<file path="config.mk">
export PLATFORM = sky130hd
export DESIGN_NAME = rotated_font_glyph_renderer_top
export DESIGN_NICKNAME = d
export VERILOG_FILES = /design/src/rfg_pkg.sv /design/src/rfg_coord_unit.sv /design/src/rotated_font_glyph_renderer_top.sv
export SDC_FILE = /design/constraint.sdc
export NUM_CORES = 1
export LEC_CHECK = 0
export BUFFER_PORTS_ARGS = -buffer_cell sky130_fd_sc_hd__clkbuf_2
export CORE_MARGIN = 4
export CORE_UTILIZATION = 40
export DETAILED_ROUTE_END_ITERATION = 12
export PLACE_DENSITY_LB_ADDON = 0.12
export SLEW_MARGIN = 25
export SYNTH_ARGS = -nofsm -noshare
export SYNTH_HDL_FRONTEND = slang
export SYNTH_HIERARCHICAL = 1
export SYNTH_SLANG_ARGS = --single-unit
</file>
<file path="constraint.sdc">
create_clock -name clk -period 15.65 [get_ports clk]
set_clock_uncertainty 0.1 [all_clocks]
set_input_delay 2.3475 -clock clk [delete_from_list [all_inputs] [get_ports clk]]
set_output_delay 2.3475 -clock clk [all_outputs]
set_load 0.02 [all_outputs]
</file>
<file path="src/rfg_pkg.sv">
`default_nettype none
// ----------------------------------------------------------------------------
// rfg_pkg: shared definitions for the rotated font glyph renderer
// Font table, glyph lookup, coordinate saturation, codes and shared types.
// ----------------------------------------------------------------------------
package rfg_pkg;

	localparam int COORD_W      = 16;
	localparam int SAT_W        = COORD_W + 2;
	localparam int SCALE_W      = 5;
	localparam int SCALE_MAX    = 16;
	localparam int DOT_COLS     = 5;
	localparam int DOT_ROWS     = 7;
	localparam int GLYPH_BITS   = DOT_COLS * DOT_ROWS;
	localparam int FONT_ENTRIES = 37;
	localparam int POS_W        = 3;
	localparam int PROD_W       = POS_W + SCALE_W;
	localparam int CHAR_GAP_DEF = 2;
	localparam int CFG_IDX_W    = 2;
	localparam int MODE_W       = 3;

	localparam logic [7:0] ASCII_LC_A  = 8'h61;
	localparam logic [7:0] ASCII_LC_Z  = 8'h7A;
	localparam logic [7:0] ASCII_UC_A  = 8'h41;
	localparam logic [7:0] ASCII_UC_Z  = 8'h5A;
	localparam logic [7:0] ASCII_0     = 8'h30;
	localparam logic [7:0] ASCII_9     = 8'h39;
	localparam logic [7:0] ASCII_DASH  = 8'h2D;
	localparam logic [7:0] CASE_OFFSET = 8'h20;
	localparam logic [5:0] DIGIT_BASE  = 6'd26;
	localparam logic [5:0] DASH_INDEX  = 6'd36;

	typedef logic [GLYPH_BITS-1:0] glyph_t;

	typedef enum logic [1:0] {
		ST_IDLE,
		ST_SCAN,
		ST_ADVANCE
	} state_t;

	typedef enum logic [CFG_IDX_W-1:0] {
		REG_ORIGIN_X,
		REG_ORIGIN_Y,
		REG_GLYPH_SCALE,
		REG_TRANSFORM_MODE
	} reg_index_t;

	typedef enum logic [MODE_W-1:0] {
		MODE_NORMAL,
		MODE_ROT_LEFT,
		MODE_ROT_RIGHT,
		MODE_VFLIP,
		MODE_ROT_180
	} mode_t;

	typedef struct packed {
		logic [POS_W-1:0] col;
		logic [POS_W-1:0] row;
	} dot_pos_t;

	// Row 0 sits in the top bits; within a row the leftmost column is the top bit.
	localparam glyph_t FONT [FONT_ENTRIES] = '{
		{5'h0E,5'h11,5'h11,5'h1F,5'h11,5'h11,5'h11},
		{5'h1E,5'h11,5'h11,5'h1E,5'h11,5'h11,5'h1E},
		{5'h0E,5'h11,5'h10,5'h10,5'h10,5'h11,5'h0E},
		{5'h1E,5'h11,5'h11,5'h11,5'h11,5'h11,5'h1E},
		{5'h1F,5'h10,5'h10,5'h1E,5'h10,5'h10,5'h1F},
		{5'h1F,5'h10,5'h10,5'h1E,5'h10,5'h10,5'h10},
		{5'h0E,5'h11,5'h10,5'h10,5'h13,5'h11,5'h0E},
		{5'h11,5'h11,5'h11,5'h1F,5'h11,5'h11,5'h11},
		{5'h1F,5'h04,5'h04,5'h04,5'h04,5'h04,5'h1F},
		{5'h01,5'h01,5'h01,5'h01,5'h11,5'h11,5'h0E},
		{5'h11,5'h12,5'h14,5'h18,5'h14,5'h12,5'h11},
		{5'h10,5'h10,5'h10,5'h10,5'h10,5'h10,5'h1F},
		{5'h11,5'h1B,5'h15,5'h15,5'h11,5'h11,5'h11},
		{5'h11,5'h11,5'h19,5'h15,5'h13,5'h11,5'h11},
		{5'h0E,5'h11,5'h11,5'h11,5'h11,5'h11,5'h0E},
		{5'h1E,5'h11,5'h11,5'h1E,5'h10,5'h10,5'h10},
		{5'h0E,5'h11,5'h11,5'h11,5'h15,5'h12,5'h0D},
		{5'h1E,5'h11,5'h11,5'h1E,5'h14,5'h12,5'h11},
		{5'h0F,5'h10,5'h10,5'h0E,5'h01,5'h01,5'h1E},
		{5'h1F,5'h04,5'h04,5'h04,5'h04,5'h04,5'h04},
		{5'h11,5'h11,5'h11,5'h11,5'h11,5'h11,5'h0E},
		{5'h11,5'h11,5'h11,5'h11,5'h11,5'h0A,5'h04},
		{5'h11,5'h11,5'h11,5'h15,5'h15,5'h15,5'h0A},
		{5'h11,5'h11,5'h0A,5'h04,5'h0A,5'h11,5'h11},
		{5'h11,5'h11,5'h0A,5'h04,5'h04,5'h04,5'h04},
		{5'h1F,5'h01,5'h02,5'h04,5'h08,5'h10,5'h1F},
		{5'h0E,5'h11,5'h13,5'h15,5'h19,5'h11,5'h0E},
		{5'h04,5'h0C,5'h04,5'h04,5'h04,5'h04,5'h0E},
		{5'h0E,5'h11,5'h01,5'h02,5'h04,5'h08,5'h1F},
		{5'h1E,5'h01,5'h01,5'h06,5'h01,5'h01,5'h1E},
		{5'h02,5'h06,5'h0A,5'h12,5'h1F,5'h02,5'h02},
		{5'h1F,5'h10,5'h10,5'h1E,5'h01,5'h01,5'h1E},
		{5'h0E,5'h10,5'h10,5'h1E,5'h11,5'h11,5'h0E},
		{5'h1F,5'h01,5'h02,5'h04,5'h08,5'h08,5'h08},
		{5'h0E,5'h11,5'h11,5'h0E,5'h11,5'h11,5'h0E},
		{5'h0E,5'h11,5'h11,5'h0F,5'h01,5'h01,5'h0E},
		{5'h00,5'h00,5'h00,5'h1F,5'h00,5'h00,5'h00}
	};

	function automatic glyph_t glyph_lookup(input logic [7:0] code);
		logic [7:0] c;
		glyph_t     g;
		c = code;
		g = '0;
		if (c >= ASCII_LC_A && c <= ASCII_LC_Z) begin
			c = c - CASE_OFFSET;
		end
		if (c >= ASCII_UC_A && c <= ASCII_UC_Z) begin
			g = FONT[6'(c - ASCII_UC_A)];
		end else if (c >= ASCII_0 && c <= ASCII_9) begin
			g = FONT[DIGIT_BASE + 6'(c - ASCII_0)];
		end else if (c == ASCII_DASH) begin
			g = FONT[DASH_INDEX];
		end
		return g;
	endfunction

	function automatic logic signed [COORD_W-1:0] sat_coord(input logic signed [SAT_W-1:0] v);
		logic signed [COORD_W-1:0] r;
		if ((&v[SAT_W-1:COORD_W-1]) || !(|v[SAT_W-1:COORD_W-1])) begin
			r = v[COORD_W-1:0];
		end else if (v[SAT_W-1]) begin
			r = {1'b1, {(COORD_W-1){1'b0}}};
		end else begin
			r = {1'b0, {(COORD_W-1){1'b1}}};
		end
		return r;
	endfunction

endpackage
`default_nettype wire

</file>
<file path="src/rfg_coord_unit.sv">
`default_nettype none
// ----------------------------------------------------------------------------
// rfg_coord_unit: dot placement
// Maps a font dot position through the selected transform, scales it and
// adds it to the text cursor with saturation.
// ----------------------------------------------------------------------------
module rfg_coord_unit import rfg_pkg::*; (
	input  wire logic [MODE_W-1:0]         mode,
	input  wire dot_pos_t                  pos,
	input  wire logic [SCALE_W-1:0]        scale,
	input  wire logic signed [COORD_W-1:0] cursor_x,
	input  wire logic signed [COORD_W-1:0] cursor_y,
	output logic signed [COORD_W-1:0]      dot_x,
	output logic signed [COORD_W-1:0]      dot_y
);

	localparam logic [POS_W-1:0] COL_LAST = POS_W'(DOT_COLS - 1);
	localparam logic [POS_W-1:0] ROW_LAST = POS_W'(DOT_ROWS - 1);

	logic [POS_W-1:0]        ox;
	logic [POS_W-1:0]        oy;
	logic [PROD_W-1:0]       prod_x;
	logic [PROD_W-1:0]       prod_y;
	logic signed [SAT_W-1:0] sum_x;
	logic signed [SAT_W-1:0] sum_y;

	always_comb begin
		case (mode)
			MODE_ROT_LEFT: begin
				ox = pos.row;
				oy = COL_LAST - pos.col;
			end
			MODE_ROT_RIGHT: begin
				ox = ROW_LAST - pos.row;
				oy = pos.col;
			end
			MODE_VFLIP: begin
				ox = pos.col;
				oy = ROW_LAST - pos.row;
			end
			MODE_ROT_180: begin
				ox = COL_LAST - pos.col;
				oy = ROW_LAST - pos.row;
			end
			default: begin
				ox = pos.col;
				oy = pos.row;
			end
		endcase
	end

	assign prod_x = {{SCALE_W{1'b0}}, ox} * {{POS_W{1'b0}}, scale};
	assign prod_y = {{SCALE_W{1'b0}}, oy} * {{POS_W{1'b0}}, scale};

	assign sum_x = {{(SAT_W-COORD_W){cursor_x[COORD_W-1]}}, cursor_x}
		+ {{(SAT_W-PROD_W){1'b0}}, prod_x};
	assign sum_y = {{(SAT_W-COORD_W){cursor_y[COORD_W-1]}}, cursor_y}
		+ {{(SAT_W-PROD_W){1'b0}}, prod_y};

	assign dot_x = sat_coord(sum_x);
	assign dot_y = sat_coord(sum_y);

endmodule
`default_nettype wire

</file>
<file path="src/rotated_font_glyph_renderer_top.sv">
`default_nettype none
// ----------------------------------------------------------------------------
// rotated_font_glyph_renderer_top: 5x7 character generator with rotation
// Turns a stream of characters into the corners of scaled squares, one per
// set font dot, and keeps the text cursor.
// ----------------------------------------------------------------------------
// One character item is taken while the block is idle; the sequencer then
// walks the glyph one font dot per cycle through a single placement unit,
// pausing while the output register is held by out_ready low, stops after
// the last set dot and then moves the cursor in the advance state. Squares
// come out in row-major order of the font dots, and the final square of a
// character carries last_of_char.
module rotated_font_glyph_renderer_top import rfg_pkg::*; #(
	parameter int CHAR_GAP = CHAR_GAP_DEF
) (
	input  wire logic                    clk,
	input  wire logic                    arst_n,
	input  wire logic                    cfg_valid,
	output logic                         cfg_ready,
	input  wire logic [CFG_IDX_W-1:0]    cfg_index,
	input  wire logic [COORD_W-1:0]      cfg_data,
	input  wire logic                    in_valid,
	output logic                         in_ready,
	input  wire logic [7:0]              char_code,
	input  wire logic                    end_of_text,
	output logic                         out_valid,
	input  wire logic                    out_ready,
	output logic signed [COORD_W-1:0]    block_x,
	output logic signed [COORD_W-1:0]    block_y,
	output logic                         last_of_char
);

	localparam int STEP_MULT = DOT_COLS + CHAR_GAP;
	localparam int STEP_W    = $clog2(STEP_MULT * SCALE_MAX + 1);
	localparam logic [POS_W-1:0] COL_LAST = POS_W'(DOT_COLS - 1);

	state_t                    state_q;
	state_t                    state_d;
	logic signed [COORD_W-1:0] origin_x_q;
	logic signed [COORD_W-1:0] origin_y_q;
	logic [SCALE_W-1:0]        scale_q;
	logic [MODE_W-1:0]         mode_q;
	logic signed [COORD_W-1:0] cursor_x_q;
	logic signed [COORD_W-1:0] cursor_y_q;
	logic                      at_start_q;
	logic                      eot_q;
	glyph_t                    bits_q;
	dot_pos_t                  pos_q;
	logic                      out_valid_q;
	logic signed [COORD_W-1:0] block_x_q;
	logic signed [COORD_W-1:0] block_y_q;
	logic                      last_q;

	logic [SCALE_W-1:0]        scale_c;
	logic [STEP_W-1:0]         step;
	logic signed [SAT_W-1:0]   adv_sum;
	logic signed [SAT_W-1:0]   adv_base;
	logic signed [COORD_W-1:0] dot_x;
	logic signed [COORD_W-1:0] dot_y;
	logic                      accept;
	logic                      scan_go;
	logic                      rest_empty;

	assign cfg_ready    = 1'b1;
	assign out_valid    = out_valid_q;
	assign block_x      = block_x_q;
	assign block_y      = block_y_q;
	assign last_of_char = last_q;

	always_comb begin
		if (scale_q == '0) begin
			scale_c = SCALE_W'(1);
		end else if (scale_q > SCALE_W'(SCALE_MAX)) begin
			scale_c = SCALE_W'(SCALE_MAX);
		end else begin
			scale_c = scale_q;
		end
	end

	assign accept     = in_valid && in_ready;
	assign scan_go    = (state_q == ST_SCAN) && (!out_valid_q || out_ready);
	assign rest_empty = ~|bits_q[GLYPH_BITS-2:0];

	rfg_coord_unit u_coord (
		.mode     (mode_q),
		.pos      (pos_q),
		.scale    (scale_c),
		.cursor_x (cursor_x_q),
		.cursor_y (cursor_y_q),
		.dot_x    (dot_x),
		.dot_y    (dot_y)
	);

	assign step     = STEP_W'(STEP_MULT * scale_c);
	assign adv_base = (mode_q == MODE_ROT_LEFT || mode_q == MODE_ROT_RIGHT)
		? {{(SAT_W-COORD_W){cursor_y_q[COORD_W-1]}}, cursor_y_q}
		: {{(SAT_W-COORD_W){cursor_x_q[COORD_W-1]}}, cursor_x_q};
	assign adv_sum  = (mode_q == MODE_ROT_LEFT)
		? adv_base - {{(SAT_W-STEP_W){1'b0}}, step}
		: adv_base + {{(SAT_W-STEP_W){1'b0}}, step};

	always_comb begin
		state_d  = state_q;
		in_ready = 1'b0;
		case (state_q)
			ST_IDLE: begin
				in_ready = 1'b1;
				if (in_valid) begin
					state_d = ST_SCAN;
				end
			end
			ST_SCAN: begin
				if (scan_go && rest_empty) begin
					state_d = ST_ADVANCE;
				end
			end
			ST_ADVANCE: begin
				state_d = ST_IDLE;
			end
			default: begin
				state_d = ST_IDLE;
			end
		endcase
	end

	always_ff @(posedge clk or negedge arst_n) begin
		if (!arst_n) begin
			state_q <= ST_IDLE;
		end else begin
			state_q <= state_d;
		end
	end

	always_ff @(posedge clk or negedge arst_n) begin
		if (!arst_n) begin
			origin_x_q <= '0;
			origin_y_q <= '0;
			scale_q    <= SCALE_W'(1);
			mode_q     <= '0;
		end else if (cfg_valid && cfg_ready) begin
			case (cfg_index)
				REG_ORIGIN_X:       origin_x_q <= cfg_data;
				REG_ORIGIN_Y:       origin_y_q <= cfg_data;
				REG_GLYPH_SCALE:    scale_q    <= cfg_data[SCALE_W-1:0];
				REG_TRANSFORM_MODE: mode_q     <= cfg_data[MODE_W-1:0];
				default: begin
				end
			endcase
		end
	end

	always_ff @(posedge clk or negedge arst_n) begin
		if (!arst_n) begin
			cursor_x_q <= '0;
			cursor_y_q <= '0;
			at_start_q <= 1'b1;
		end else if (accept && at_start_q) begin
			cursor_x_q <= origin_x_q;
			cursor_y_q <= origin_y_q;
			at_start_q <= 1'b0;
		end else if (state_q == ST_ADVANCE) begin
			if (mode_q == MODE_ROT_LEFT || mode_q == MODE_ROT_RIGHT) begin
				cursor_y_q <= sat_coord(adv_sum);
			end else begin
				cursor_x_q <= sat_coord(adv_sum);
			end
			at_start_q <= eot_q;
		end
	end

	always_ff @(posedge clk) begin
		if (accept) begin
			bits_q <= glyph_lookup(char_code);
			eot_q  <= end_of_text;
			pos_q  <= '0;
		end else if (scan_go) begin
			bits_q <= {bits_q[GLYPH_BITS-2:0], 1'b0};
			if (pos_q.col == COL_LAST) begin
				pos_q.col <= '0;
				pos_q.row <= pos_q.row + POS_W'(1);
			end else begin
				pos_q.col <= pos_q.col + POS_W'(1);
			end
		end
	end

	always_ff @(posedge clk or negedge arst_n) begin
		if (!arst_n) begin
			out_valid_q <= 1'b0;
		end else if (scan_go && bits_q[GLYPH_BITS-1]) begin
			out_valid_q <= 1'b1;
		end else if (out_ready) begin
			out_valid_q <= 1'b0;
		end
	end

	always_ff @(posedge clk) begin
		if (scan_go && bits_q[GLYPH_BITS-1]) begin
			block_x_q <= dot_x;
			block_y_q <= dot_y;
			last_q    <= rest_empty;
		end
	end

endmodule
`default_nettype wire

</file>
Word-level counts from Yosys, hierarchy flattened
Memory sizes are Yosys's and may differ from the RTL's.
Cells that the tools add are included.
{"block": "classes", "addsub": 12, "n_mul": 3, "eq_ne": 14, "order_cmp": 9, "bitwise": 2, "n_reduce_logical": 41, "mux": 38}
{"cell": "$mux W35", "n": 8}
{"cell": "$mux W16", "n": 12}
{"cell": "$mux W18", "n": 2}
{"cell": "$add A16 B9 Y17", "n": 2}
{"cell": "$reduce_or A34 Y1", "n": 1}
{"cell": "$mux W20", "n": 1}
{"cell": "$add A18 B7 Y18", "n": 1}
{"cell": "$pmux W3 S3", "n": 2}
{"cell": "$sub A18 B7 Y18", "n": 1}
{"cell": "$ge A8 B7 Y1 const B", "n": 2}
{"cell": "$le A8 B7 Y1 const B", "n": 2}
{"cell": "$mul A3 B5 Y8", "n": 2}
{"cell": "$mux W8", "n": 2}
{"cell": "$reduce_and A2 Y1", "n": 8}
{"cell": "$ge A7 B7 Y1 const B", "n": 2}
{"cell": "$not A6 Y7", "n": 2}
{"cell": "$mux W5", "n": 2}
{"cell": "$reduce_and A3 Y1", "n": 3}
{"cell": "$reduce_or A3 Y1", "n": 3}
{"cell": "$eq A8 B6 Y1 const B", "n": 1}
{"cell": "$ge A8 B6 Y1 const B", "n": 1}
{"cell": "$le A8 B6 Y1 const B", "n": 1}
{"cell": "$logic_and A1 B1 Y1", "n": 8}
{"cell": "$reduce_bool A2 Y1", "n": 4}
{"cell": "24 further kinds", "n": 46}
{"block": "totals", "word_cells": 137, "ff_bits": 151, "output_inout_bits": 36, "inputBits": 32, "n_memories": 2, "romBits": 4480}
{"name": "(name not given)", "depth": 64, "width": 35, "read_ports": 1, "rd_ports_with_merged_regs": 0, "write_ports": 0, "line": "rfg_pkg.sv:113", "source": "g = FONT[DIGIT_BASE + 6'(c - ASCII_0)];"}
{"name": "(name not given)", "depth": 64, "width": 35, "read_ports": 1, "rd_ports_with_merged_regs": 0, "write_ports": 0, "line": "rfg_pkg.sv:111", "source": "g = FONT[6'(c - ASCII_UC_A)];"}

Logic depth before layout (Yosys ltp)
Gate-level depths: netlist (run 1).
{"block": "depth", "depth_word": 13, "ltp_mapped": 24, "depth_no_buf": 23}

By module
The synthesis (run 1) kept the hierarchy.
{"mod": "rotated_font_glyph_renderer_top", "cells_each": 1265, "area_per_inst_um2": 10790.3, "seq_area_each_um2": 4096.4, "n_inst": 1}
{"mod": "rfg_coord_unit", "cells_each": 325, "area_per_inst_um2": 2361.0, "seq_area_each_um2": 0.0, "n_inst": 1}

Least setup slack after synthesis (run 1)
OpenSTA, ideal clock, no wires.
{"block": "synth_timing", "path_kind": "register to register", "startpoint": "register scale_q[4]", "endpoint": "register cursor_x_q[14]", "t_arrival_ps": 5041, "n_path_buf": 1, "setup_slack_ps": 10372, "synth_period_minus_slack_ps": 5278, "path_stages_with_launch": 21, "setup_time_ps": 137, "required_time_ps": 15413, "path_cell_list": "dfrtp_1 -> nor2b_1 -> fa_1 -> ha_1 -> a21o_1 -> a21oi_1 -> xor2_1 -> nor3_1 -> ha_1 -> a21oi_1 -> ha_1 -> a21o_1 -> nand2b_1 -> o21ai_0 -> a211oi_1 -> a21oi_1 -> xor2_1 -> nand2_1 -> buf_2 -> a31oi_1 -> a21oi_1"}
{"block": "synth_between", "elab_chain_len": 13, "elab_cells_between_ends": 17, "cone_classes": "add/sub: 2; mul: 1; order compare: 1; mux: 8; reduce/logical: 5"}
{"element": "start: declaration", "line": "rotated_font_glyph_renderer_top.sv:41", "source": "logic [SCALE_W-1:0] scale_q;"}
{"element": "start signal: assignment", "line": "rotated_font_glyph_renderer_top.sv:144", "source": "REG_GLYPH_SCALE: scale_q <= cfg_data[SCALE_W-1:0];"}
{"element": "$gt A5 B5 Y1", "line": "rotated_font_glyph_renderer_top.sv:73", "source": "end else if (scale_q > SCALE_W'(SCALE_MAX)) begin"}
{"element": "$mux W5", "line": "rotated_font_glyph_renderer_top.sv:73"}
{"element": "$mux W5 (*)", "line": "rotated_font_glyph_renderer_top.sv:71", "source": "if (scale_q == '0) begin"}
{"element": "net scale_c[2]", "line": "rotated_font_glyph_renderer_top.sv:54", "source": "logic [SCALE_W-1:0] scale_c;"}
{"element": "$mul A3 B5 Y7 (*)", "line": "rotated_font_glyph_renderer_top.sv:94", "source": "assign step = STEP_W'(STEP_MULT * scale_c);"}
{"element": "$add A18 B7 Y18 or $sub A18 B7 Y18 (tied branches)", "line": "rotated_font_glyph_renderer_top.sv:100, rotated_font_glyph_renderer_top.sv:99"}
{"element": "$mux W18 (*)", "line": "rotated_font_glyph_renderer_top.sv:99", "source": "? adv_base - {{(SAT_W-STEP_W){1'b0}}, step}"}
{"element": "$reduce_or A3 Y1", "line": "rfg_pkg.sv:122", "source": "if ((&v[SAT_W-1:COORD_W-1]) || !(|v[SAT_W-1:COORD_W-1])) begin"}
{"element": "$logic_not A1 Y1", "line": "rfg_pkg.sv:122"}
{"element": "$logic_or A1 B1 Y1", "line": "rfg_pkg.sv:122"}
{"element": "$mux W16 (*)", "line": "rfg_pkg.sv:122"}
{"element": "$mux W16 (*)", "line": "rotated_font_glyph_renderer_top.sv:162", "source": "if (mode_q == MODE_ROT_LEFT || mode_q == MODE_ROT_RIGHT) begin"}
{"element": "$mux W16 (*)", "line": "rotated_font_glyph_renderer_top.sv:161", "source": "end else if (state_q == ST_ADVANCE) begin"}
{"element": "$mux W16 (*)", "line": "rotated_font_glyph_renderer_top.sv:157", "source": "end else if (accept && at_start_q) begin"}
{"element": "end signal: assignment", "line": "rotated_font_glyph_renderer_top.sv:158", "source": "cursor_x_q <= origin_x_q;"}
{"element": "end signal: assignment", "line": "rotated_font_glyph_renderer_top.sv:165", "source": "cursor_x_q <= sat_coord(adv_sum);"}
{"element": "end: declaration", "line": "rotated_font_glyph_renderer_top.sv:43", "source": "logic signed [COORD_W-1:0] cursor_x_q;"}
Mark *: on every way through the listed nets, which the timed path passes. The rest lies on a longest branch. The select of a mux whose other input is x is not followed.
A chain may end at the register's enable or synchronous reset.

Worst setup path after layout (run 1)
{"block": "layout_timing", "startpoint": "register scale_q[4]", "endpoint": "register cursor_y_q[14]"}
{"block": "layout_between", "elab_chain_len": 13, "elab_cells_between_ends": 17, "cone_classes": "add/sub: 2; mul: 1; order compare: 1; mux: 8; reduce/logical: 5"}
{"element": "$gt A5 B5 Y1", "line": "rotated_font_glyph_renderer_top.sv:73"}
{"element": "$mux W5", "line": "rotated_font_glyph_renderer_top.sv:73"}
{"element": "$mux W5 (*)", "line": "rotated_font_glyph_renderer_top.sv:71"}
{"element": "net scale_c[2]", "line": "rotated_font_glyph_renderer_top.sv:54"}
{"element": "$mul A3 B5 Y7 (*)", "line": "rotated_font_glyph_renderer_top.sv:94"}
{"element": "$add A18 B7 Y18 or $sub A18 B7 Y18 (tied branches)", "line": "rotated_font_glyph_renderer_top.sv:100, rotated_font_glyph_renderer_top.sv:99"}
{"element": "$mux W18 (*)", "line": "rotated_font_glyph_renderer_top.sv:99"}
{"element": "$reduce_or A3 Y1", "line": "rfg_pkg.sv:122"}
{"element": "$logic_not A1 Y1", "line": "rfg_pkg.sv:122"}
{"element": "$logic_or A1 B1 Y1", "line": "rfg_pkg.sv:122"}
{"element": "$mux W16 (*)", "line": "rfg_pkg.sv:122"}
{"element": "$mux W16 (*)", "line": "rotated_font_glyph_renderer_top.sv:162"}
{"element": "$mux W16 (*)", "line": "rotated_font_glyph_renderer_top.sv:161"}
{"element": "$mux W16 (*)", "line": "rotated_font_glyph_renderer_top.sv:157"}
{"element": "end signal: assignment", "line": "rotated_font_glyph_renderer_top.sv:159", "source": "cursor_y_q <= origin_y_q;"}
{"element": "end signal: assignment", "line": "rotated_font_glyph_renderer_top.sv:163", "source": "cursor_y_q <= sat_coord(adv_sum);"}
{"element": "end: declaration", "line": "rotated_font_glyph_renderer_top.sv:44", "source": "logic signed [COORD_W-1:0] cursor_y_q;"}
Marked as above.

==> flow_summary.yaml, run 1 <==
outcome:
  outcome: "completed"
clock_tree:
  clockRootBuffer: "clkbuf_16"
  postCtsSetupBuffers: 0
  hold_buffers: 0
  cts.repair.resized: 0
  clock_latency_ns: 0.45
  numCtsBuffers: 17
  clock-sinks: 151
  htreeDepth: 4
  max-clock-path-buffers: 2
  tritoncts: "yes"
  clkTransAtPathRegs_ns: 0.07
power_and_ir_drop:
  finalPower_w: 0.00268
  pwr-share-clk: 0.159
  switching_power_w: 0.00127
  power_density_nw_per_um2: 186
  intPower_w: 0.00142
  p_seq_frac: 0.273
  combinationalPowerShare: 0.568
  total_leakage_power_nw: 5.91
  switching_share: 0.472
  irDropWorstVdd_mv: 0.0894
timing:
  fmax_ghz: 0.143
  rsz0062_at_grt: "no"
  worstMarginPinSlew_ns: 1.07
  hold_viol: 0
  timing.slew.headroom: 0.288
  setup-violations-final: 0
  final_max_slew_viol_count: 0
  finalCriticalPeriod_ns: 7.00
  finalCritPeriodShare: 0.447
  fin_tns_setup_ns: 0
floorplan:
  dieArea_um2: 35800
  design.core.area_um2: 32500
  initial_core_util: 0.405
  die_y_um: 189
  die_w_um: 189
  io-pin-count: 68
  rows: 66
placement:
  dpl_cell_area_um2: 13900
  portBuffers: 66
  placed_cells_incl_taps: 2024
  hpwlAfterDp_um: 32800
  routabilityCongestion: 0.971
flow_run:
  drv_cap: 0
cells_and_area:
  nFillCells: 3305
  nNetsFinal: 1729
  layout-drive-gt1-share: 0.126
  utilization: 0.446
  antenna_cells: 0
  finalInstanceArea_um2: 14500
  syn_to_final_growth_pct: 9.94
  final_common_cell: "nand2_1"
  final_cell_mix: "nand2_1, a21oi_1, o21ai_0, nor2_1, ha_1"
  finalNonFillerCells: 2056
global_routing:
  track_usage: 0.243
  grt_antenna_before_repair: 0
  grt_pass1_wl_um: 69200
  grt_pass1_vias: 11959
  grt_max_degree: 77
  gr-total-overflow: 0
synth:
  synth_nets: 1718
  syn_inst: 1590
  synthArstFlopShare: 0.503
  ys_seq_elements: 151
  synth_area_um2: 13200
  ys_types: 87
  synth_area_leader_cell: "edfxtp_1"
  synth_area_leaders: "edfxtp_1, dfrtp_1, ha_1"
  seq_area_frac_synth: 0.311
  syn_avg_cell_area_um2: 8.27
  synth_edf_count: 69
  synth_warnings: 6
  synthFlopType: "dfrtp_1"
  synth_top_area_frac: 0.158
hold_path:
  whs_path_depth: 2
  hold_class: "flop to flop"
  hp-start: "eot_q"
setup_path:
  path_delay_family: "compound AO/OA/AOI/OAI gates"
  cp.depth: 17
  r2r-start: "scale_q[4]"
  arrival_ns: 7.18
  slowest_delay_ns: 0.77
  path_buf_inv: 1
  cp_slowest_cell: "nor2b_1"
  worstPathRequired_ns: 15.83
  crit_type: "flop to flop"
  reg2regPathDepth: 17
  crit_path_start_kind: "flop"
  worstPathMaxFanout: 12
  endpoint_kind: "flop"
  crit_path_cell_trace: "nor2b_1, fa_1, ha_1, inv_1, fa_1, xnor2_1, or4b_4, o41ai_1, ha_1, nand2_1, o21ai_0, a221o_1, a21oi_1, xor2_1, nand2_1, a31oi_1, a21oi_1"
  crit_path_start: "scale_q[4]"
routing:
  firstDrtPassIters: 6
  ant_nets: 0
  via_count: 12346
  drt-initial-drc-count: 1176
  drc_errors: 0
  avgViaCountPerCell: 6.00
  wl_per_cell_um: 21.4
  wl_um: 44000
[cells in the mapped netlist, types with 7 or more instances]
master	number
nand2_1	201
a21oi_1	144
o21ai_0	138
nor2_1	133
ha_1	80
clkbuf_1	74
dfrtp_1	74
edfxtp_1	69
mux2_2	56
inv_1	51
nand3_1	39
xor2_1	34
a31oi_1	31
xnor2_1	30
o22ai_1	29
nor3_1	28
o211ai_1	27
a211oi_1	23
nand2b_1	22
a21o_1	21
and2_1	19
fa_1	16
nor2b_1	16
buf_2	13
nand4_1	12
and3_1	11
nor4_1	11
o21ai_1	11
o31ai_1	11
a22oi_1	10
a221oi_1	9
mux2i_1	9
a211o_1	7
a21boi_0	7
[worst register-to-register path: cells and delay by family, from the launching register on]
family	cells	cell delay [ns]
simple gates	4	1.91
fa+ha+maj	4	1.40
compound gates	6	2.03
flops	1	0.51
xor+xnor	2	0.82
buf+inv	1	0.07
[path summary, 6_finish.rpt]
kind | endpoint | slack [ns]
worst max-delay path | cursor_y_q[14] | 8.65
worst min-delay path | at_start_q | 0.37
worst max register to register | cursor_y_q[14] | 8.65
worst min register to register | at_start_q | 0.37
max in group asynchronous | cursor_y_q[3] | 13.12
min in group asynchronous | cursor_x_q[11] | 1.83
[metal layers]
layer	wire length, um	vias up	GRT usage
li1	-	5865	-
met3	2270	92	0.0369
met5	0	-	0
met1	18800	5973	0.315
met2	21300	416	0.411
met4	1690	0	0.0952
[cells by family (layout without fill, tap and decap cells)]
group	after synthesis	after routing	synth area share
xor gates and xnor gates	64	64	0.0426
AOI/OAI and AO/OA	539	539	0.261
adders and majority gates	97	97	0.101
and+or+nand+nor	522	522	0.183
muxes	65	65	0.0548
DFF	151	151	0.311
other	1	1	0.000285
buffers and inverters	151	175	0.0458
[power by group through the flow]
stage               registers [W]  clock network [W]  logic (W)
floorplan                0.000737                  0    0.00111
global placement         0.000738                  0    0.00150
detailed placement       0.000740                  0    0.00151
CTS                      0.000734           0.000436    0.00152
global route             0.000750           0.000451    0.00169
finish                   0.000733           0.000427    0.00152
[flip-flops by register name (all words and copies together) (netlist names), 6 cells and up]
| signal | cells |
|---|---|
| pos_q | 6 |
| origin_y_q | 16 |
| block_y | 16 |
| block_x | 16 |
| cursor_y_q | 16 |
| bits_q | 35 |
| origin_x_q | 16 |
| cursor_x_q | 16 |
[layout make-up]
cell class,count,area [um2],area share
Tap cell,442,553,0.0382
Inverter,55,206,0.0143
Sequential cell,151,4100,0.283
Timing Repair Buffer,88,502,0.0347
Clock inverter,12,138,0.00952
Multi-Input combinational cell,1288,8510,0.588
Clock buffer,20,458,0.0317
[per-stage QoR]
| step | hold WS [ns] | setup slack [ns] |
|---|---|---|
| 3_3_place_gp | 0.367 | 8.30 |
| 6_report | 0.375 | 8.65 |
| 4_1_cts | 0.381 | 8.71 |
| 2_1_floorplan | 0.316 | 10.37 |
| 5_1_grt | 0.409 | 8.09 |
| 3_5_place_dp | 0.362 | 8.30 |
Power figures use the tool's default switching activity.
==> run 2, diff against run 1 <==
--- a/config.mk
+++ b/config.mk
@@ -5,6 +5,7 @@
 export SDC_FILE = /design/constraint.sdc
 export NUM_CORES = 1
 export LEC_CHECK = 0
+export ABC_AREA = 1
 export BUFFER_PORTS_ARGS = -buffer_cell sky130_fd_sc_hd__clkbuf_2
 export CORE_MARGIN = 4
 export CORE_UTILIZATION = 40
==> constraint.sdc (replaced) <==
create_clock -name clk -period 6.53 [get_ports clk]
set_clock_uncertainty 0.1 [all_clocks]
set_input_delay 0.9795 -clock clk [delete_from_list [all_inputs] [get_ports clk]]
set_output_delay 0.9795 -clock clk [all_outputs]
set_load 0.02 [all_outputs]
==> run 2 against run 1 <==
  * Synthesized cell count rose by 28%
  * Via count rose by 9.1%
  * Design area rose by 2.7%
  * Combinational power rose to 2.6 times the previous value
  * Count of clock-buffer cells in the layout fell by 1
  * Final cell count rose by 23%
  * Worst setup slack got worse by 7.6 ns
  * Fmax rose by 27%
  * Critical path depth rose by 8
  * Largest power group unchanged
==> flow_summary.yaml, run 2 <==
synth:
  synth_nets: 2168
  syn_inst: 2040
  synth_warnings: 6
  synth_top_area_frac: 0.190
  yosysMostFrequentCell: "nand2_1"
  synthArstFlopShare: 0.503
  synth_edf_count: 69
  synth_area_leaders: "nand2_1, edfxtp_1, dfrtp_1"
  synthFlopType: "dfrtp_1"
  seq_area_frac_synth: 0.300
  synth_area_leader_cell: "nand2_1"
  ys_seq_elements: 151
  synth_area_um2: 13600
  syn_avg_cell_area_um2: 6.69
  synth_commonest_cells: "nand2_1, inv_1, nand3_1, o21ai_0, nor2_1"
  ys_types: 60
setup_path:
  cp_slowest_cell: "nor2_1"
  path_delay_family: "simple AND/OR/NAND/NOR gates"
  worstPathMaxFanout: 14
  worstPathRequired_ns: 6.76
  crit_type: "flop to flop"
  cp_common_cell: "nand2_1"
  path_buf_inv: 1
  arrival_ns: 5.74
  crit_path_start_kind: "flop"
  slowest_delay_ns: 0.73
  endpoint_kind: "flop"
power_and_ir_drop:
  finalPower_w: 0.00670
  irDropWorstVdd_mv: 0.264
  switching_share: 0.504
  pwr-share-clk: 0.139
  total_leakage_power_nw: 7.71
  power_density_nw_per_um2: 451
  combinationalPowerShare: 0.580
  switching_power_w: 0.00338
  intPower_w: 0.00332
  p_seq_frac: 0.281
clock_tree:
  cts.repair.resized: 0
  max-clock-path-buffers: 2
  clock-sinks: 151
  numCtsBuffers: 17
  postCtsSetupBuffers: 0
  clkTransAtPathRegs_ns: 0.07
  htreeDepth: 4
  clockRootBuffer: "clkbuf_16"
  hold_buffers: 0
  clock_latency_ns: 0.44
  tritoncts: "yes"
routing:
  avgViaCountPerCell: 5.33
  ant_nets: 0
  drt-initial-drc-count: 1318
  firstDrtPassIters: 5
  via_count: 13468
  wl_um: 45200
  drc_errors: 0
  wl_per_cell_um: 17.9
timing:
  rsz0062_at_grt: "no"
  fin_tns_setup_ns: 0
  hold_viol: 0
  fmax_ghz: 0.181
  setup-violations-final: 0
  final_max_slew_viol_count: 0
  finalCriticalPeriod_ns: 5.51
  finalCritPeriodShare: 0.844
  timing.slew.headroom: 0.373
  worstMarginPinSlew_ns: 0.930
cells_and_area:
  utilization: 0.442
  layout-drive-gt1-share: 0.0976
  largest_reg_flops: 35
  final_cell_mix: "nand2_1, inv_1, nand3_1, o21ai_0, nor2_1"
  antenna_cells: 0
  nFillCells: 3503
  syn_to_final_growth_pct: 8.85
  multi_input_area_um2: 8210
  regArea_um2: 4100
  regMostFlops: "bits_q"
  final_common_cell: "nand2_1"
  nNetsFinal: 2194
global_routing:
  grt_pass1_wl_um: 70800
  grt_max_degree: 73
  grt_pass1_vias: 12483
  grt_antenna_before_repair: 0
  track_usage: 0.244
  gr-total-overflow: 0
hold_path:
  hold_class: "primary input to asynchronous set/reset pin"
placement:
  hpwlAfterDp_um: 34800
  portBuffers: 66
  routabilityCongestion: 0.951
floorplan:
  io-pin-count: 68
  initial_core_util: 0.406
  design.core.area_um2: 33600
  die_y_um: 193
  dieArea_um2: 37100
  rows: 67
  die_w_um: 193
flow_run:
  drv_cap: 0
outcome:
  outcome: "completed"
-- run 2: cell types whose count changed after synthesis, moves of 22 or more --
| cell | before | now |
|---|---|---|
| a31oi_1 | 31 | 7 |
| nand3_1 | 39 | 165 |
| o22ai_1 | 29 | 6 |
| nand2_1 | 201 | 690 |
| mux2_2 | 56 | 0 |
| inv_1 | 51 | 236 |
| nand2b_1 | 22 | 0 |
| clkbuf_1 | 74 | 40 |
| nand2_2 | 0 | 28 |
| a21oi_1 | 144 | 89 |
-- run 2: cell type report --
| cell class | count | share of cell area |
|---|---|---|
| Clock inverter | 13 | 0.00657 |
| Sequential cell | 151 | 0.276 |
| Clock buffer | 19 | 0.0298 |
| Inverter | 257 | 0.0651 |
| Timing Repair Buffer | 82 | 0.0316 |
| Tap cell | 448 | 0.0378 |
| Multi-Input combinational cell | 1557 | 0.553 |
-- run 2: stage by stage --
stage | area [um2] | setup WS [ns] | cells | hold slack [ns]
global placement | 14300 | 1.26 | 2494 | 0.332
global route | 14800 | 0.571 | 2527 | 0.229
floorplan | 13600 | 2.00 | 2040 | 0.327
detailed placement | 14300 | 1.14 | 2495 | 0.349
CTS | 14800 | 1.11 | 2527 | 0.235
finish | 14800 | 1.02 | 2527 | 0.253
-- run 2: power groups by stage --
| stage | clock network [W] | registers (W) | logic [W] |
|---|---|---|---|
| after floorplan | 0 | 0.00186 | 0.00277 |
| after global placement | 0 | 0.00190 | 0.00383 |
| after detailed placement | 0 | 0.00190 | 0.00383 |
| after CTS | 0.000948 | 0.00188 | 0.00387 |
| after global routing | 0.000998 | 0.00193 | 0.00440 |
| final | 0.000929 | 0.00188 | 0.00389 |
-- run 2: layer usage --
layer  vias to the layer above  track usage  part of all wire
met2                       462        0.365              0.43
met1                      6281        0.371              0.50
met4                         0       0.0480             0.015
li1                       6678            -                 -
met3                        47       0.0418             0.061
met5                         -            0                 0
-- run 2: final timing paths --
kind | to | slack [ns] | from | cells past startpoint
worst max-delay path | cursor_x_q[7] | 1.02 | scale_q[4] | 25
worst min-delay path | cursor_x_q[15] | 0.25 | arst_n | 1
worst max register to register | cursor_x_q[7] | 1.02 | scale_q[4] | 25
worst min register to register | at_start_q | 0.36 | eot_q | 2
max in group asynchronous | out_valid | 5.16 | arst_n | 2
min in group clk | at_start_q | 0.36 | eot_q | 2
-- run 2: cell families after synthesis --
group           after synthesis  synth area share
simple gates               1090             0.343
buf+inv                     332            0.0988
compound gates              327             0.133
flops                       151             0.300
fa+ha+maj                    96            0.0969
xor+xnor                     42            0.0270
other cells                   1          0.000275
mux                           1          0.000734
==> run 3, diff against run 2 <==
==> constraint.sdc (replaced) <==
create_clock -name clk -period 4.9 [get_ports clk]
set_clock_uncertainty 0.1 [all_clocks]
set_input_delay 0.735 -clock clk [delete_from_list [all_inputs] [get_ports clk]]
set_output_delay 0.735 -clock clk [all_outputs]
set_load 0.02 [all_outputs]
==> run 3 against run 2 <==
  * Final cell count rose by 2.3%
  * Design area is 6.4% higher
  * Worst hold slack got worse by 0.18 ns
  * Register-to-register slack got worse by 0.81 ns
  * First-iteration DRC count decreased by 4.6%
  * Via count grew 3.2%
  * Sequential power grew 34%
  * Clock power increased by 46%
  * Non-clock buffer count is 55 higher
  * Critical path type unchanged
  * Critical endpoint is now cursor_x_q[0]
  * Highest routed layer is now met5
==> flow_summary.yaml, run 3 (synthesis results as in run 2) <==
power_and_ir_drop:
  power_density_nw_per_um2: 624
  intPower_w: 0.00495
  combinationalPowerShare: 0.607
  total_leakage_power_nw: 8.09
  p_seq_frac: 0.255
  pwr-share-clk: 0.138
  switching_share: 0.498
  irDropWorstVdd_mv: 0.360
  finalPower_w: 0.00986
  switching_power_w: 0.00491
floorplan:
  die_w_um: 193
  die_y_um: 193
  rows: 67
  io-pin-count: 68
  design.core.area_um2: 33600
  initial_core_util: 0.406
  dieArea_um2: 37100
setup_path:
  worstPathMaxFanout: 7
  endpoint_kind: "flop"
  r2r_slack_ns: 0.21
  cp_common_cell: "nand2_1"
  cp_slowest_cell: "fa_2"
  crit_type: "flop to flop"
  slowest_delay_ns: 0.57
  arrival_ns: 4.96
  worstPathRequired_ns: 5.17
  path_buf_inv: 5
  crit_path_start_kind: "flop"
  path_delay_family: "simple AND/OR/NAND/NOR gates"
global_routing:
  use_met2: 0.349
  track_usage: 0.247
  top_usage_layer: "met1"
  grtUsageMet1: 0.382
  grt_max_degree: 59
  use_met3: 0.0499
  grt_pass1_wl_um: 71300
  grt_pass1_vias: 12704
  gr-total-overflow: 0
  grt_antenna_before_repair: 1
timing:
  rsz0062_at_grt: "yes"
  worstMarginPinSlew_ns: 0.749
  fmax_ghz: 0.213
  timing.slew.headroom: 0.500
  setup-violations-final: 0
  fin_tns_setup_ns: 0
  final_max_slew_viol_count: 0
  finalCritPeriodShare: 0.957
  hold_viol: 0
  finalCriticalPeriod_ns: 4.69
placement:
  dpl_cell_area_um2: 14600
  hpwlAfterDp_um: 35700
  routabilityCongestion: 0.957
  placed_cells_incl_taps: 2540
  portBuffers: 66
clock_tree:
  tritoncts: "yes"
  max-clock-path-buffers: 2
  clkTransAtPathRegs_ns: 0.07
  numCtsBuffers: 17
  clockRootBuffer: "clkbuf_16"
  clock_latency_ns: 0.44
  clock-sinks: 151
  htreeDepth: 4
  hold_buffers: 0
routing:
  firstDrtPassIters: 6
  wl_um: 46600
  wl_per_cell_um: 18.0
  ant_nets: 0
  drc_errors: 0
  avgViaCountPerCell: 5.37
  via_count: 13896
  drt-initial-drc-count: 1257
cells_and_area:
  finalInstanceArea_um2: 15800
  final_cell_mix: "nand2_1, inv_1, nand3_1, o21ai_0, nor2_1"
  final_common_cell: "nand2_1"
  syn_to_final_growth_pct: 15.8
  finalNonFillerCells: 2586
  layout-drive-gt1-share: 0.156
  regMostFlops: "bits_q"
  nNetsFinal: 2252
  largest_reg_flops: 35
  utilization: 0.470
outcome:
  outcome: "completed"
flow_run:
  drv_cap: 0
hold_path:
  hold_class: "primary input to asynchronous set/reset pin"
## run 3: cell count changes in the layout (fill, tap and decap cells not counted), sizes merged, moves of 2 or more
cell,change
buf,+55
clkbuf,-2
nand3,+2
clkinv,+2
## run 3: worst paths after layout
check                      startpoint             end  depth (start not counted)
min in group clk                eot_q      at_start_q                          2
max in group asynchronous      arst_n   origin_x_q[0]                          2
min reg2reg                     eot_q      at_start_q                          2
max reg2reg                scale_q[0]   cursor_x_q[0]                         27
max                        scale_q[0]   cursor_x_q[0]                         27
min                            arst_n  cursor_x_q[15]                          1
## run 3: repair_timing
item                                    in CTS  in global routing
setup buffers                                0                  9
endpoints found under the setup margin      10                 62
pin swaps                                    0                 30
gates cloned                                 0                  3
gates resized for setup                      1                 93
## run 3: cell type report
type / count / area (um2)
fillers: 3445 / 17800
multi-input cells: 1560 / 8650
flip-flops and latches: 151 / 4100
inverters: 257 / 967
repair buffers: 137 / 898
well taps: 448 / 561
clock buffers: 17 / 425
clock inverters: 15 / 185
diodes: 1 / 2.50
## run 3: metrics by stage
stage | worst slack [ns] | hold slack, ns
final | 0.211 | 0.0769
after global routing | -0.0421 | 0.0811
after CTS | 0.0212 | 0.0655
after detailed placement | -0.0396 | 0.338
after global placement | 0.00790 | 0.332
after floorplan | 0.367 | 0.327
## run 3: power by group through the flow
stage	clock (W)	combinational (W)	sequential [W]
finish	0.00136	0.00599	0.00251
detailed placement	0	0.00521	0.00253
CTS	0.00139	0.00526	0.00251
global route	0.00144	0.00669	0.00257
floorplan	0	0.00370	0.00248
global placement	0	0.00522	0.00252
## run 3: routing by layer
| metal | wire, um | up-vias |
|---|---|---|
| met5 | 7 | - |
| met4 | 819 | 2 |
| met3 | 3670 | 64 |
| met2 | 19200 | 545 |
| met1 | 22900 | 6478 |
| li1 | - | 6807 |
